**config.mk**
```make
export PLATFORM = sky130hd
export DESIGN_NAME = rsp_packet_envelope_encoder_flat
export DESIGN_NICKNAME = d
export VERILOG_FILES = /design/src/sv/rpe_pkg.sv /design/src/sv/rpe_req_if.sv /design/src/sv/rpe_rsp_if.sv /design/src/sv/rpe_front.sv /design/src/sv/rpe_queue.sv /design/src/sv/rpe_back.sv /design/src/sv/rsp_packet_envelope_encoder.sv /design/src/flat_wrapper.sv
export SDC_FILE = /design/constraint.sdc
export NUM_CORES = 1
export LEC_CHECK = 0
export ABC_AREA = 1
export BUFFER_PORTS_ARGS = -buffer_cell sky130_fd_sc_hd__buf_4
export CAP_MARGIN = 20
export CORE_MARGIN = 2
export CORE_UTILIZATION = 45
export CTS_CLUSTER_SIZE = 40
export DETAILED_ROUTE_END_ITERATION = 6
export GPL_TIMING_DRIVEN = 0
export HOLD_SLACK_MARGIN = 0.06
export PLACE_DENSITY = 0.64
export SLEW_MARGIN = 20
export SYNTH_ARGS = -nofsm -noshare
export SYNTH_HDL_FRONTEND = slang
export SYNTH_SLANG_ARGS = --single-unit
```
**constraint.sdc**
```tcl
create_clock -name clock -period 2.1 [get_ports clock]
set_input_delay 0.21 -clock clock [delete_from_list [all_inputs] [get_ports clock]]
set_output_delay 0.21 -clock clock [all_outputs]
set_load 0.005 [all_outputs]
```
**src/sv/rpe_pkg.sv**
```systemverilog
package rpe_pkg;

   localparam int QUEUE_DEPTH = 4;

   localparam logic [7:0] CHAR_DOLLAR = 8'h24;
   localparam logic [7:0] CHAR_HASH   = 8'h23;
   localparam logic [7:0] CHAR_STAR   = 8'h2a;
   localparam logic [7:0] CHAR_BRACE  = 8'h7d;
   localparam logic [7:0] CHAR_ETX    = 8'h03;
   localparam logic [7:0] CHAR_ZERO   = 8'h30;
   localparam logic [7:0] HEX_ALPHA   = 8'h57;
   localparam logic [7:0] MAX_PLAIN   = 8'd126;
   localparam logic [7:0] ESC_XOR     = 8'h20;

   // Output steps of one item, emitted lowest bit first.
   localparam int STEP_DOLLAR = 0;
   localparam int STEP_ESC    = 1;
   localparam int STEP_DATA   = 2;
   localparam int STEP_HASH   = 3;
   localparam int STEP_HI     = 4;
   localparam int STEP_LO     = 5;
   localparam int NUM_STEPS   = 6;

   typedef logic [NUM_STEPS-1:0] step_mask_type;

   typedef struct packed {
      logic       dollar;
      logic       esc;
      logic       data;
      logic       trailer;
      logic [7:0] value;
   } job_type;

   function automatic logic [7:0] hex_lower(input logic [3:0] nib);
      logic [7:0] wide;
      wide = {4'h0, nib};
      if (nib < 4'd10) begin
         return CHAR_ZERO + wide;
      end else begin
         return HEX_ALPHA + wide;
      end
   endfunction

endpackage

```
**src/sv/rpe_req_if.sv**
```systemverilog
interface rpe_req_if;
   logic       valid;
   logic       ready;
   logic [7:0] payload_byte;
   logic       frame_start;
   logic       frame_end;
   logic       empty_frame;

   modport source (output valid, output payload_byte, output frame_start,
                   output frame_end, output empty_frame, input ready);
   modport sink   (input valid, input payload_byte, input frame_start,
                   input frame_end, input empty_frame, output ready);
endinterface

```
**src/sv/rpe_rsp_if.sv**
```systemverilog
interface rpe_rsp_if;
   logic       valid;
   logic       ready;
   logic [7:0] out_byte;
   logic       packet_done;
   logic       run_last;

   modport source (output valid, output out_byte, output packet_done,
                   output run_last, input ready);
   modport sink   (input valid, input out_byte, input packet_done,
                   input run_last, output ready);
endinterface

```
**src/sv/rpe_front.sv**
```systemverilog
module rpe_front (
   input  logic            clock,
   input  logic            reset,
   rpe_req_if.sink         req_ch,
   input  logic            q_full,
   output logic            q_push,
   output rpe_pkg::job_type q_job
);

   logic [7:0] prev_raw_ff;
   logic [7:0] prev_raw_in;
   logic [7:0] prev_eff;
   logic [7:0] c;
   logic       special;
   logic       escape;

   assign req_ch.ready = !q_full;
   assign q_push       = req_ch.valid && !q_full;
   assign c            = req_ch.payload_byte;

   always_comb begin
      prev_eff = req_ch.frame_start ? 8'h00 : prev_raw_ff;
      special  = (c == rpe_pkg::CHAR_DOLLAR) || (c == rpe_pkg::CHAR_HASH) ||
                 (c == rpe_pkg::CHAR_STAR) || (c == rpe_pkg::CHAR_BRACE) ||
                 (c == rpe_pkg::CHAR_ETX);
      escape   = (special && (prev_eff != rpe_pkg::CHAR_STAR)) || (c > rpe_pkg::MAX_PLAIN);
   end

   always_comb begin
      if (req_ch.empty_frame) begin
         q_job.dollar  = 1'b1;
         q_job.esc     = 1'b0;
         q_job.data    = 1'b0;
         q_job.trailer = 1'b1;
         q_job.value   = 8'h00;
      end else begin
         q_job.dollar  = req_ch.frame_start;
         q_job.esc     = escape;
         q_job.data    = 1'b1;
         q_job.trailer = req_ch.frame_end;
         q_job.value   = escape ? (c ^ rpe_pkg::ESC_XOR) : c;
      end
   end

   always_comb begin
      prev_raw_in = prev_raw_ff;
      if (q_push) begin
         prev_raw_in = req_ch.empty_frame ? 8'h00 : c;
      end
   end

   always_ff @(posedge clock) begin
      if (reset) begin
         prev_raw_ff <= 8'h00;
      end else begin
         prev_raw_ff <= prev_raw_in;
      end
   end

endmodule

```
**src/sv/rpe_queue.sv**
```systemverilog
module rpe_queue #(
   parameter int Depth = rpe_pkg::QUEUE_DEPTH
) (
   input  logic            clock,
   input  logic            reset,
   input  logic            push,
   input  rpe_pkg::job_type push_data,
   output logic            full,
   input  logic            pop,
   output rpe_pkg::job_type pop_data,
   output logic            empty
);

   localparam int AW = (Depth > 1) ? $clog2(Depth) : 1;
   localparam int CW = $clog2(Depth + 1);
   localparam logic [AW-1:0] LAST_PTR = AW'(Depth - 1);
   localparam logic [CW-1:0] FULL_CNT = CW'(Depth);

   rpe_pkg::job_type mem_ff [Depth];
   logic [AW-1:0]   wr_ptr_ff, wr_ptr_in;
   logic [AW-1:0]   rd_ptr_ff, rd_ptr_in;
   logic [CW-1:0]   count_ff, count_in;
   logic            do_push, do_pop;

   assign full     = (count_ff == FULL_CNT);
   assign empty    = (count_ff == '0);
   assign do_push  = push && !full;
   assign do_pop   = pop && !empty;
   assign pop_data = mem_ff[rd_ptr_ff];

   always_comb begin
      wr_ptr_in = wr_ptr_ff;
      rd_ptr_in = rd_ptr_ff;
      count_in  = count_ff;
      if (do_push) begin
         wr_ptr_in = (wr_ptr_ff == LAST_PTR) ? '0 : wr_ptr_ff + AW'(1);
      end
      if (do_pop) begin
         rd_ptr_in = (rd_ptr_ff == LAST_PTR) ? '0 : rd_ptr_ff + AW'(1);
      end
      if (do_push && !do_pop) begin
         count_in = count_ff + CW'(1);
      end else if (do_pop && !do_push) begin
         count_in = count_ff - CW'(1);
      end
   end

   always_ff @(posedge clock) begin
      if (reset) begin
         wr_ptr_ff <= '0;
         rd_ptr_ff <= '0;
         count_ff  <= '0;
      end else begin
         wr_ptr_ff <= wr_ptr_in;
         rd_ptr_ff <= rd_ptr_in;
         count_ff  <= count_in;
      end
   end

   always_ff @(posedge clock) begin
      if (do_push) begin
         mem_ff[wr_ptr_ff] <= push_data;
      end
   end

endmodule

```
**src/sv/rpe_back.sv**
```systemverilog
module rpe_back (
   input  logic            clock,
   input  logic            reset,
   input  logic            q_empty,
   input  rpe_pkg::job_type q_job,
   output logic            q_pop,
   rpe_rsp_if.source       rsp_ch
);

   rpe_pkg::step_mask_type mask_ff, mask_in;
   rpe_pkg::step_mask_type sel;
   rpe_pkg::step_mask_type load_mask;
   logic [7:0] value_ff, value_in;
   logic [7:0] sum_ff, sum_in;
   logic       valid_ff, valid_in;
   logic [7:0] byte_ff, byte_in;
   logic       done_ff, done_in;
   logic       last_ff, last_in;
   logic       advance;
   logic       emit;
   logic       single;
   logic       can_load;

   assign rsp_ch.valid       = valid_ff;
   assign rsp_ch.out_byte    = byte_ff;
   assign rsp_ch.packet_done = done_ff;
   assign rsp_ch.run_last    = last_ff;

   assign advance  = !valid_ff || rsp_ch.ready;
   assign emit     = advance && (mask_ff != '0);
   assign sel      = mask_ff & (~mask_ff + rpe_pkg::NUM_STEPS'(1));
   assign single   = (mask_ff & (mask_ff - rpe_pkg::NUM_STEPS'(1))) == '0;
   assign can_load = (mask_ff == '0) || (emit && single);
   assign q_pop    = can_load && !q_empty;

   always_comb begin
      load_mask = '0;
      load_mask[rpe_pkg::STEP_DOLLAR] = q_job.dollar;
      load_mask[rpe_pkg::STEP_ESC]    = q_job.esc;
      load_mask[rpe_pkg::STEP_DATA]   = q_job.data;
      load_mask[rpe_pkg::STEP_HASH]   = q_job.trailer;
      load_mask[rpe_pkg::STEP_HI]     = q_job.trailer;
      load_mask[rpe_pkg::STEP_LO]     = q_job.trailer;
   end

   always_comb begin
      byte_in = byte_ff;
      done_in = done_ff;
      last_in = last_ff;
      sum_in  = sum_ff;
      if (emit) begin
         done_in = sel[rpe_pkg::STEP_LO];
         last_in = single;
         if (sel[rpe_pkg::STEP_DOLLAR]) begin
            byte_in = rpe_pkg::CHAR_DOLLAR;
            sum_in  = 8'h00;
         end else if (sel[rpe_pkg::STEP_ESC]) begin
            byte_in = rpe_pkg::CHAR_BRACE;
            sum_in  = sum_ff + rpe_pkg::CHAR_BRACE;
         end else if (sel[rpe_pkg::STEP_DATA]) begin
            byte_in = value_ff;
            sum_in  = sum_ff + value_ff;
         end else if (sel[rpe_pkg::STEP_HASH]) begin
            byte_in = rpe_pkg::CHAR_HASH;
         end else if (sel[rpe_pkg::STEP_HI]) begin
            byte_in = rpe_pkg::hex_lower(sum_ff[7:4]);
         end else begin
            byte_in = rpe_pkg::hex_lower(sum_ff[3:0]);
         end
      end
   end

   always_comb begin
      valid_in = advance ? emit : valid_ff;
      value_in = q_pop ? q_job.value : value_ff;
      if (q_pop) begin
         mask_in = load_mask;
      end else if (emit) begin
         mask_in = mask_ff & ~sel;
      end else begin
         mask_in = mask_ff;
      end
   end

   always_ff @(posedge clock) begin
      if (reset) begin
         mask_ff  <= '0;
         valid_ff <= 1'b0;
         sum_ff   <= 8'h00;
      end else begin
         mask_ff  <= mask_in;
         valid_ff <= valid_in;
         sum_ff   <= sum_in;
      end
   end

   always_ff @(posedge clock) begin
      value_ff <= value_in;
      byte_ff  <= byte_in;
      done_ff  <= done_in;
      last_ff  <= last_in;
   end

endmodule

```
**src/sv/rsp_packet_envelope_encoder.sv**
```systemverilog
// Packet envelope encoder. Each req transfer carries one payload byte (or an empty
// frame) and yields one to six rsp bytes: an optional '$', the byte or its
// two-byte escape, and, on frame end, '#' plus two lowercase hex checksum digits.
// The front end escapes and classifies each byte in the cycle it is taken and writes
// a descriptor into a QueueDepth-entry queue; it takes one req transfer per cycle
// while the queue has room. The back end expands descriptors at one rsp byte per
// clock while the rsp side accepts bytes; a plain mid-frame byte yields one rsp byte,
// an escaped one two, a one-byte frame up to six. On an idle block the first rsp
// byte of an item passes through the queue, the step mask and the output register.
module rsp_packet_envelope_encoder #(
   parameter int QueueDepth = rpe_pkg::QUEUE_DEPTH
) (
   input  logic      clock,
   input  logic      reset,
   rpe_req_if.sink   req_ch,
   rpe_rsp_if.source rsp_ch
);

   rpe_pkg::job_type push_job;
   rpe_pkg::job_type head_job;
   logic             q_push;
   logic             q_full;
   logic             q_pop;
   logic             q_empty;

   rpe_front u_front (
      .clock  (clock),
      .reset  (reset),
      .req_ch (req_ch),
      .q_full (q_full),
      .q_push (q_push),
      .q_job  (push_job)
   );

   rpe_queue #(
      .Depth (QueueDepth)
   ) u_queue (
      .clock     (clock),
      .reset     (reset),
      .push      (q_push),
      .push_data (push_job),
      .full      (q_full),
      .pop       (q_pop),
      .pop_data  (head_job),
      .empty     (q_empty)
   );

   rpe_back u_back (
      .clock   (clock),
      .reset   (reset),
      .q_empty (q_empty),
      .q_job   (head_job),
      .q_pop   (q_pop),
      .rsp_ch  (rsp_ch)
   );

endmodule

```
**src/flat_wrapper.sv**
```systemverilog
// flat-port wrapper written by rule: the top's interface ports become plain ports
module rsp_packet_envelope_encoder_flat 
#(
   parameter int QueueDepth = rpe_pkg::QUEUE_DEPTH
)
  (clock, reset, req_ch_valid, req_ch_payload_byte, req_ch_frame_start, req_ch_frame_end, req_ch_empty_frame, req_ch_ready, rsp_ch_valid, rsp_ch_out_byte, rsp_ch_packet_done, rsp_ch_run_last, rsp_ch_ready);
  rpe_req_if req_ch_i ();
  rpe_rsp_if rsp_ch_i ();
  input  logic clock;
  input  logic reset;
  input wire logic [$bits(req_ch_i.valid)-1:0] req_ch_valid;
  input wire logic [$bits(req_ch_i.payload_byte)-1:0] req_ch_payload_byte;
  input wire logic [$bits(req_ch_i.frame_start)-1:0] req_ch_frame_start;
  input wire logic [$bits(req_ch_i.frame_end)-1:0] req_ch_frame_end;
  input wire logic [$bits(req_ch_i.empty_frame)-1:0] req_ch_empty_frame;
  output wire logic [$bits(req_ch_i.ready)-1:0] req_ch_ready;
  output wire logic [$bits(rsp_ch_i.valid)-1:0] rsp_ch_valid;
  output wire logic [$bits(rsp_ch_i.out_byte)-1:0] rsp_ch_out_byte;
  output wire logic [$bits(rsp_ch_i.packet_done)-1:0] rsp_ch_packet_done;
  output wire logic [$bits(rsp_ch_i.run_last)-1:0] rsp_ch_run_last;
  input wire logic [$bits(rsp_ch_i.ready)-1:0] rsp_ch_ready;
  assign req_ch_i.valid = req_ch_valid;
  assign req_ch_i.payload_byte = req_ch_payload_byte;
  assign req_ch_i.frame_start = req_ch_frame_start;
  assign req_ch_i.frame_end = req_ch_frame_end;
  assign req_ch_i.empty_frame = req_ch_empty_frame;
  assign req_ch_ready = req_ch_i.ready;
  assign rsp_ch_valid = rsp_ch_i.valid;
  assign rsp_ch_out_byte = rsp_ch_i.out_byte;
  assign rsp_ch_packet_done = rsp_ch_i.packet_done;
  assign rsp_ch_run_last = rsp_ch_i.run_last;
  assign rsp_ch_i.ready = rsp_ch_ready;
  rsp_packet_envelope_encoder #(.QueueDepth(QueueDepth)) u_core (.clock(clock), .reset(reset), .req_ch(req_ch_i), .rsp_ch(rsp_ch_i));
endmodule
```
* After elaboration in Yosys (flattened, before gate mapping)
Memories as Yosys holds them, arrays and structs flattened. A register that Yosys moved wholly into a read port is not among the register bits.
Cells that the tools add are included.
** Word-level totals
- Flip-flop bits (word level) :: 48
- Memory bits (writable) :: 48
- Word-level logic and storage cells :: 96
- Memories :: 1
- Output and inout bits :: 12
** Memories
- u_core.u_queue.mem_ff :: words 4, width 12, read ports 1, clocked after memory_dff 1, write ports 1, line rpe_queue.sv:19 : rpe_pkg::job_type mem_ff [Depth];
** Operators by class
- Reduce and logical (&&, ||, !) cells :: 30
- Add/sub/neg operators :: 12
- Equality and inequality tests :: 9
- Mux-type cells :: 23
- Magnitude comparators :: 3
- Bitwise operators :: 6
** Operator list (number)
- 8-bit two-way mux :: 10
- 8-bit by 6-bit equality test with 1-bit output (second input constant) :: 3
- 6-bit AND :: 3
- 6-bit two-way mux :: 3
- 7-bit by 4-bit adder with 8-bit output (first input constant) :: 2
- 6-bit by 4-bit adder with 7-bit output (first input constant) :: 2
- 6-bit logical NOT :: 2
- 12-bit two-way mux :: 1
- 6-bit NOT :: 2
- 1-bit logical AND :: 9
- 8-bit by 7-bit adder with 8-bit output (second input constant) :: 1
- 8-bit adder :: 1
- 8-bit by 2-bit equality test with 1-bit output (second input constant) :: 1
- 8-bit by 7-bit equality test with 1-bit output (second input constant) :: 1
- 8-bit by 7-bit greater-than comparator with 1-bit output (second input constant) :: 1
- 4-bit less-than comparator (second input constant) :: 2
- 2-bit two-way mux :: 4
- 8-bit by 6-bit != test with 1-bit output (second input constant) :: 1
- 1-bit logical OR :: 7
- 7-bit two-way mux :: 1
- 6-bit by 1-bit adder with 6-bit output (second input constant) :: 1
- 3-bit two-way mux :: 2
- 6-bit nonzero test :: 1
- 6-bit by 1-bit subtractor with 6-bit output (second input constant) :: 1
- other kinds (13) :: 21

* Logic depth before layout (Yosys ltp)
- Depth after elaboration :: 10
- Depth in mapped cells :: 13
- Depth with buffers taken out :: 12

* Hierarchy
Synthesis repeated with hierarchy kept, for this count alone.
** Second synthesis, totals
- Cell total of the unflattened synthesis :: 525
- Area total of the unflattened synthesis :: 4872.2 µm²
** Modules (own cells, without submodules)
- rpe_queue :: cells each 187, instances 1, area an instance 2285.9 µm²
- rpe_back :: cells each 247, instances 1, area an instance 2059.5 µm²
- rpe_front :: cells each 91, instances 1, area an instance 526.8 µm²

* Worst setup path after synthesis
OpenSTA, ideal clock, no wires.
- Kind :: reg-to-reg
- From :: register u_core.u_back.mask_ff[0]
- To :: register u_core.u_back.sum_ff[6]
- Data required time :: 1968 ps
- Cell stages (with the launch flop) :: 13
- Slack :: -259 ps
- Data arrival time :: 2227 ps
- Cells stage by stage :: dfxtp_1 buf_4 inv_1 nand2_1 inv_1 or2_2 ha_1 fa_1 nand4_1 nand3_1 or2_2 nand3_1 a21oi_1
** Between the ends
- Cells in the longest elaborated chain, start to end :: 5
** RTL lines
- start: declaration :: line rpe_back.sv:10 : rpe_pkg::step_mask_type mask_ff, mask_in;
- start signal: assignment :: line rpe_back.sv:91 : mask_ff <= mask_in;
- 6-bit NOT :: line rpe_back.sv:31 : assign sel = mask_ff & (~mask_ff + rpe_pkg::NUM_STEPS'(1));
- 6-bit by 1-bit adder with 6-bit output :: line rpe_back.sv:31
- 6-bit AND :: line rpe_back.sv:31
- 3-bit nonzero test (no line) / 8-bit two-way mux (equally long branches)
- 2-bit AND reduction (no line) / 8-bit two-way mux (equally long branches)
- end signal: assignment :: line rpe_back.sv:93 : sum_ff <= sum_in;
- end: declaration :: line rpe_back.sv:14 : logic [7:0] sum_ff, sum_in;
Several ways; a longest one is shown, not always the timed one.
A chain may end at the register's enable or synchronous reset.

* Worst setup path in the final report
- From :: register u_core.u_back.mask_ff[0]
- To :: register u_core.u_queue.count_ff[2]
** Between the ends
- Cells in the longest elaborated chain, start to end :: 10
** RTL lines
- 6-bit by 1-bit subtractor with 6-bit output :: line rpe_back.sv:32 : assign single = (mask_ff & (mask_ff - rpe_pkg::NUM_STEPS'(1))) == '0;
- 6-bit AND :: line rpe_back.sv:32
- 6-bit logical NOT :: line rpe_back.sv:32
- 1-bit logical AND :: line rpe_back.sv:33 : assign can_load = (mask_ff == '0) || (emit && single);
- 1-bit logical OR * :: line rpe_back.sv:33
- 1-bit logical AND * :: line rpe_back.sv:34 : assign q_pop = can_load && !q_empty;
- net u_core.q_pop :: line rsp_packet_envelope_encoder.sv:23 : logic q_pop;
- 1-bit logical AND * :: line rpe_queue.sv:28 : assign do_pop = pop && !empty;
- 1-bit logical NOT :: line rpe_queue.sv:41 : if (do_push && !do_pop) begin
- 1-bit logical AND :: line rpe_queue.sv:41
- 3-bit two-way mux / 2-bit nonzero test (equally long branches)
- end signal: assignment :: line rpe_queue.sv:56 : count_ff <= count_in;
- end: declaration :: line rpe_queue.sv:22 : logic [CW-1:0] count_ff, count_in;
The timed path passes the listed nets; every way through them passes the cells marked *.

==> metrics.md <==
| Metric | Value |
|---|---|
| HPWL after detailed placement | 7080 microns |
| H-tree levels | 3 |
| Status | complete, but fails checks |
| PwrDens | ~1400 mW/mm^2 |
| Non-filler cells, final | just under 700 |
| Vias in the first global route | 3,399 |
| EDFF count, synth | between 60 and 70 |
| Largest area contributor in the netlist | edfxtp_1 |
| Unrepaired setup endpoints after global routing | true |
| DRT Wirelength | about 10000 microns |
| Most frequent cells after synthesis | nand2_1 (68), nor2_1 (68), edfxtp_1 (66) |
| Pre-CTS WS | -0.237 ns |
| GPL Wtd Cong | approximately 0.86 |
| Maxcap violations | 0 |
| PortBufs | 25 |
| Worst skew pair latency | approximately 0.37 ns |
| Slowest cell on the critical path | dfxtp_4 |
| Mapped Area | 0.00465 sq mm |
| Synth async-reset ratio | 0% |
| Failing checks | negative setup slack |
| GRT Util Overall | between 10% and 20% |
| Worst Skew | between 0.006 and 0.007 ns |
| # diodes | 0 |
| Syn avg cell area | 9.34 sq um |
| Router iterations before antenna repair | 4 |
| Initial antenna violation count | 0 |
| #FFs+latches synth | between 90 and 100 |
| CTS Root Buffer Type | clkbuf_8 |
| Drc violations | 0 |
| Final hold viol count | 0 |
| Layout area overhead | 16.4% |
| CTS tree | done |
| Via Count | 3,501 |
| Final worst setup slack | -0.0424 ns |
| Row count | 37 |
| Final setup vio count | 2 |
| Die span in x | 106 microns |
| Inst Count DP | 659 |
| Initial DRC Count | 137 |
| Worst setup SP type | flop |
| First-pass GRT wire length | between 15,000 and 20,000 microns |
| YS warnings | 0 |
| Worst Path Arrival | ~2.5 ns |
| Worst min path class | input port to flop |
| Initial Util | 45.7% |
| CP bufs+invs | 2 |
| Syn Inst Count | between 400 and 500 |
| Number of buffers created by CTS | 9 |
| Setup crit end kind | flop |
| CTS hold repair buffers | 0 |
| Clock sink total | 98 |
| Fin crit period | about 2.1 ns |
| IO Count | 27 |
| Slowest stage delay, CP | between 0.3 and 0.4 ns |
| Top delay family on crit path | compound AO/OA/AOI/OAI gates |
| Fin crit share | 102% |
| Worst slew margin | around 50% |
| Synthesized net count | 530 |
| Critical path cell sequence | buf_6 -> o21ai_2 -> nand2_1 -> nor2_2 -> nand4_2 -> nand2_4 -> inv_4 -> ha_4 -> fa_2 -> a21oi_2 -> o21a_1 -> o21ai_1 -> a21oi_1 |
| CORE AREA | 0.0102 sq mm |
| Post-synthesis sequential area ratio | a little under three fifths |
| Grt ovf | 0 |
| Least-Margin Pin Slew | roughly 0.76 ns |
| Final slew viol count | 0 |
| Fmax | between 400 and 500 MHz |
| Worst vdd ir | 0.510 mV |
| Fin nets | ~570 |
| Leakage | 2.16 nW |
| Most used flip-flop cell after synthesis | edfxtp_1 |
| Total die area | 0.0112 sq mm |
| Share of cells above drive strength 1 | between 20% and 30% |
| Share of the synthesized area in the top cell type | approximately 43% |
| Deepest clock path buffer count | 2 |
| Largest net degree at the start of global routing | 18 |
| Routed Antenna Nets | 0 |
| Worst Path Required | 2.41 ns |
| Max Fanout on Critical Path | 3 |
| Worst-path clk slew | around 0.1 ns |
| Library cells used by synthesis | 37 |
| Worst setup path category | flop to flop |
| Largest cells by area after synthesis | edfxtp_1 (43%), dfxtp_1 (14%), nand2_1 (5.5%) |
| Wire length per cell | about 15 microns |
| Die Height | about 110 microns |
| Vias per Instance | roughly 5.1 |
area by class of cell:
| class | count | area, sq um |
|---|---|---|
| plain buffers | 14 | 78.8 |
| clock buffers | 9 | 124 |
| clock inverters | 7 | 53.8 |
| fillers | 931 | 4770 |
| inverters | 66 | 253 |
| multi-input cells | 320 | 1860 |
| flip-flops and latches | 98 | 2630 |
| well taps | 136 | 170 |
| repair buffers | 33 | 251 |
final timing paths:
path	from	to	slack [ns]	cells past startpoint
worst max-delay path	u_core.u_back.mask_ff[0]$_SDFFE_PP0P_	u_core.u_queue.count_ff[2]$_SDFFE_PP0P_	-0.04	13
worst min-delay path	req_ch_payload_byte[5]	u_core.u_front.prev_raw_ff[5]$_SDFFE_PP0P_	0.13	3
worst max register to register	u_core.u_back.mask_ff[0]$_SDFFE_PP0P_	u_core.u_queue.count_ff[2]$_SDFFE_PP0P_	-0.04	13
worst min register to register	u_core.u_front.prev_raw_ff[4]$_SDFFE_PP0P_	u_core.u_front.prev_raw_ff[4]$_SDFFE_PP0P_	0.47	2
power breakdown:
group	leakage [nW]	total, mW	internal (mW)	switching (mW)
registers	0.884	2.97	2.68	0.291
clock network	0.0875	1.13	0.440	0.690
logic	1.19	3.70	1.47	2.22
total	2.16	7.80	4.59	3.21
layout by cell type, fill, tap and decap left out, drive strengths merged:
master and instances:
nand2 73, inv 68, a21oi 38, and3 1, dfxtp 32, a211oi 3, a21boi 1, ha 15
buf 39, o21ai 51, nand3b 1, or2 7, nand3 21, o211ai 4, xor2 4, nand4 6
o21bai 1, o21a 1, xnor2 1, clkinv 3, clkbuf 17, nor2 73, edfxtp 66, fa 2
o22ai 12, nor3 5, clkinvlp 2
worst reg2reg max path, cell delays in order, from the launching register on:
cell,delay (ns)
dfxtp_4,0.36
buf_6,0.12
o21ai_2,0.17
nand2_1,0.09
nor2_2,0.14
nand4_2,0.11
nand2_4,0.10
inv_4,0.04
ha_4,0.16
fa_2,0.35
a21oi_2,0.12
o21a_1,0.14
o21ai_1,0.06
a21oi_1,0.13
logic make-up after synthesis:
kind of cell / Yosys count / synth area share (%)
DFF: 98 / 56.4
buffers and inverters: 80 / 6.86
and+or+nand+nor: 187 / 17.9
adders and majority gates: 17 / 4.90
AOI/OAI and AO/OA: 111 / 13.0
xor gates and xnor gates: 5 / 0.942
sequential cells by signal, summed over array words and instances (netlist names), named ones only:
name and flops:
u_core.u_queue.rd_ptr_ff 2, u_core.u_back.rsp_ch.out_byte 8, u_core.u_back.rsp_ch.valid 1, u_core.u_back.mask_ff 6
u_core.u_back.value_ff 8, u_core.u_back.rsp_ch.run_last 1, u_core.u_back.rsp_ch.packet_done 1, u_core.u_queue.count_ff 3
u_core.u_queue.mem_ff 48, u_core.u_queue.wr_ptr_ff 2, u_core.u_front.prev_raw_ff 8, u_core.u_back.sum_ff 8
metal layers:
metal / track usage (%) / wire length, microns / up-vias
met2: 32.6 / 4900 / 72
met4: 8.27 / 201 / 0
met1: 23.2 / 4500 / 1648
li1: - / - / 1766
met3: 2.60 / 391 / 15
met5: 0 / 0 / -
stage by stage:
step	total power, mW	setup TNS [ns]	utilization [%]	cell area [sq um]	hold slack [ns]
5_1_grt	8.42	-0.446	53.1	5410	0.140
3_3_place_gp	6.29	-15.31	49.7	5060	0.444
4_1_cts	7.64	-0.0528	52.3	5320	0.119
6_report	7.80	-0.0618	53.1	5410	0.131
2_1_floorplan	5.46	-0.00575	-	4700	0.373
3_5_place_dp	6.38	-0.701	49.8	5070	0.459
repair_timing:
item	in CTS	in global routing
pin swaps	5	7
resized for setup	8	19
setup endpoints to repair	24	43
setup buffers	7	1
Note: power is estimated with default switching activity, not from simulation.
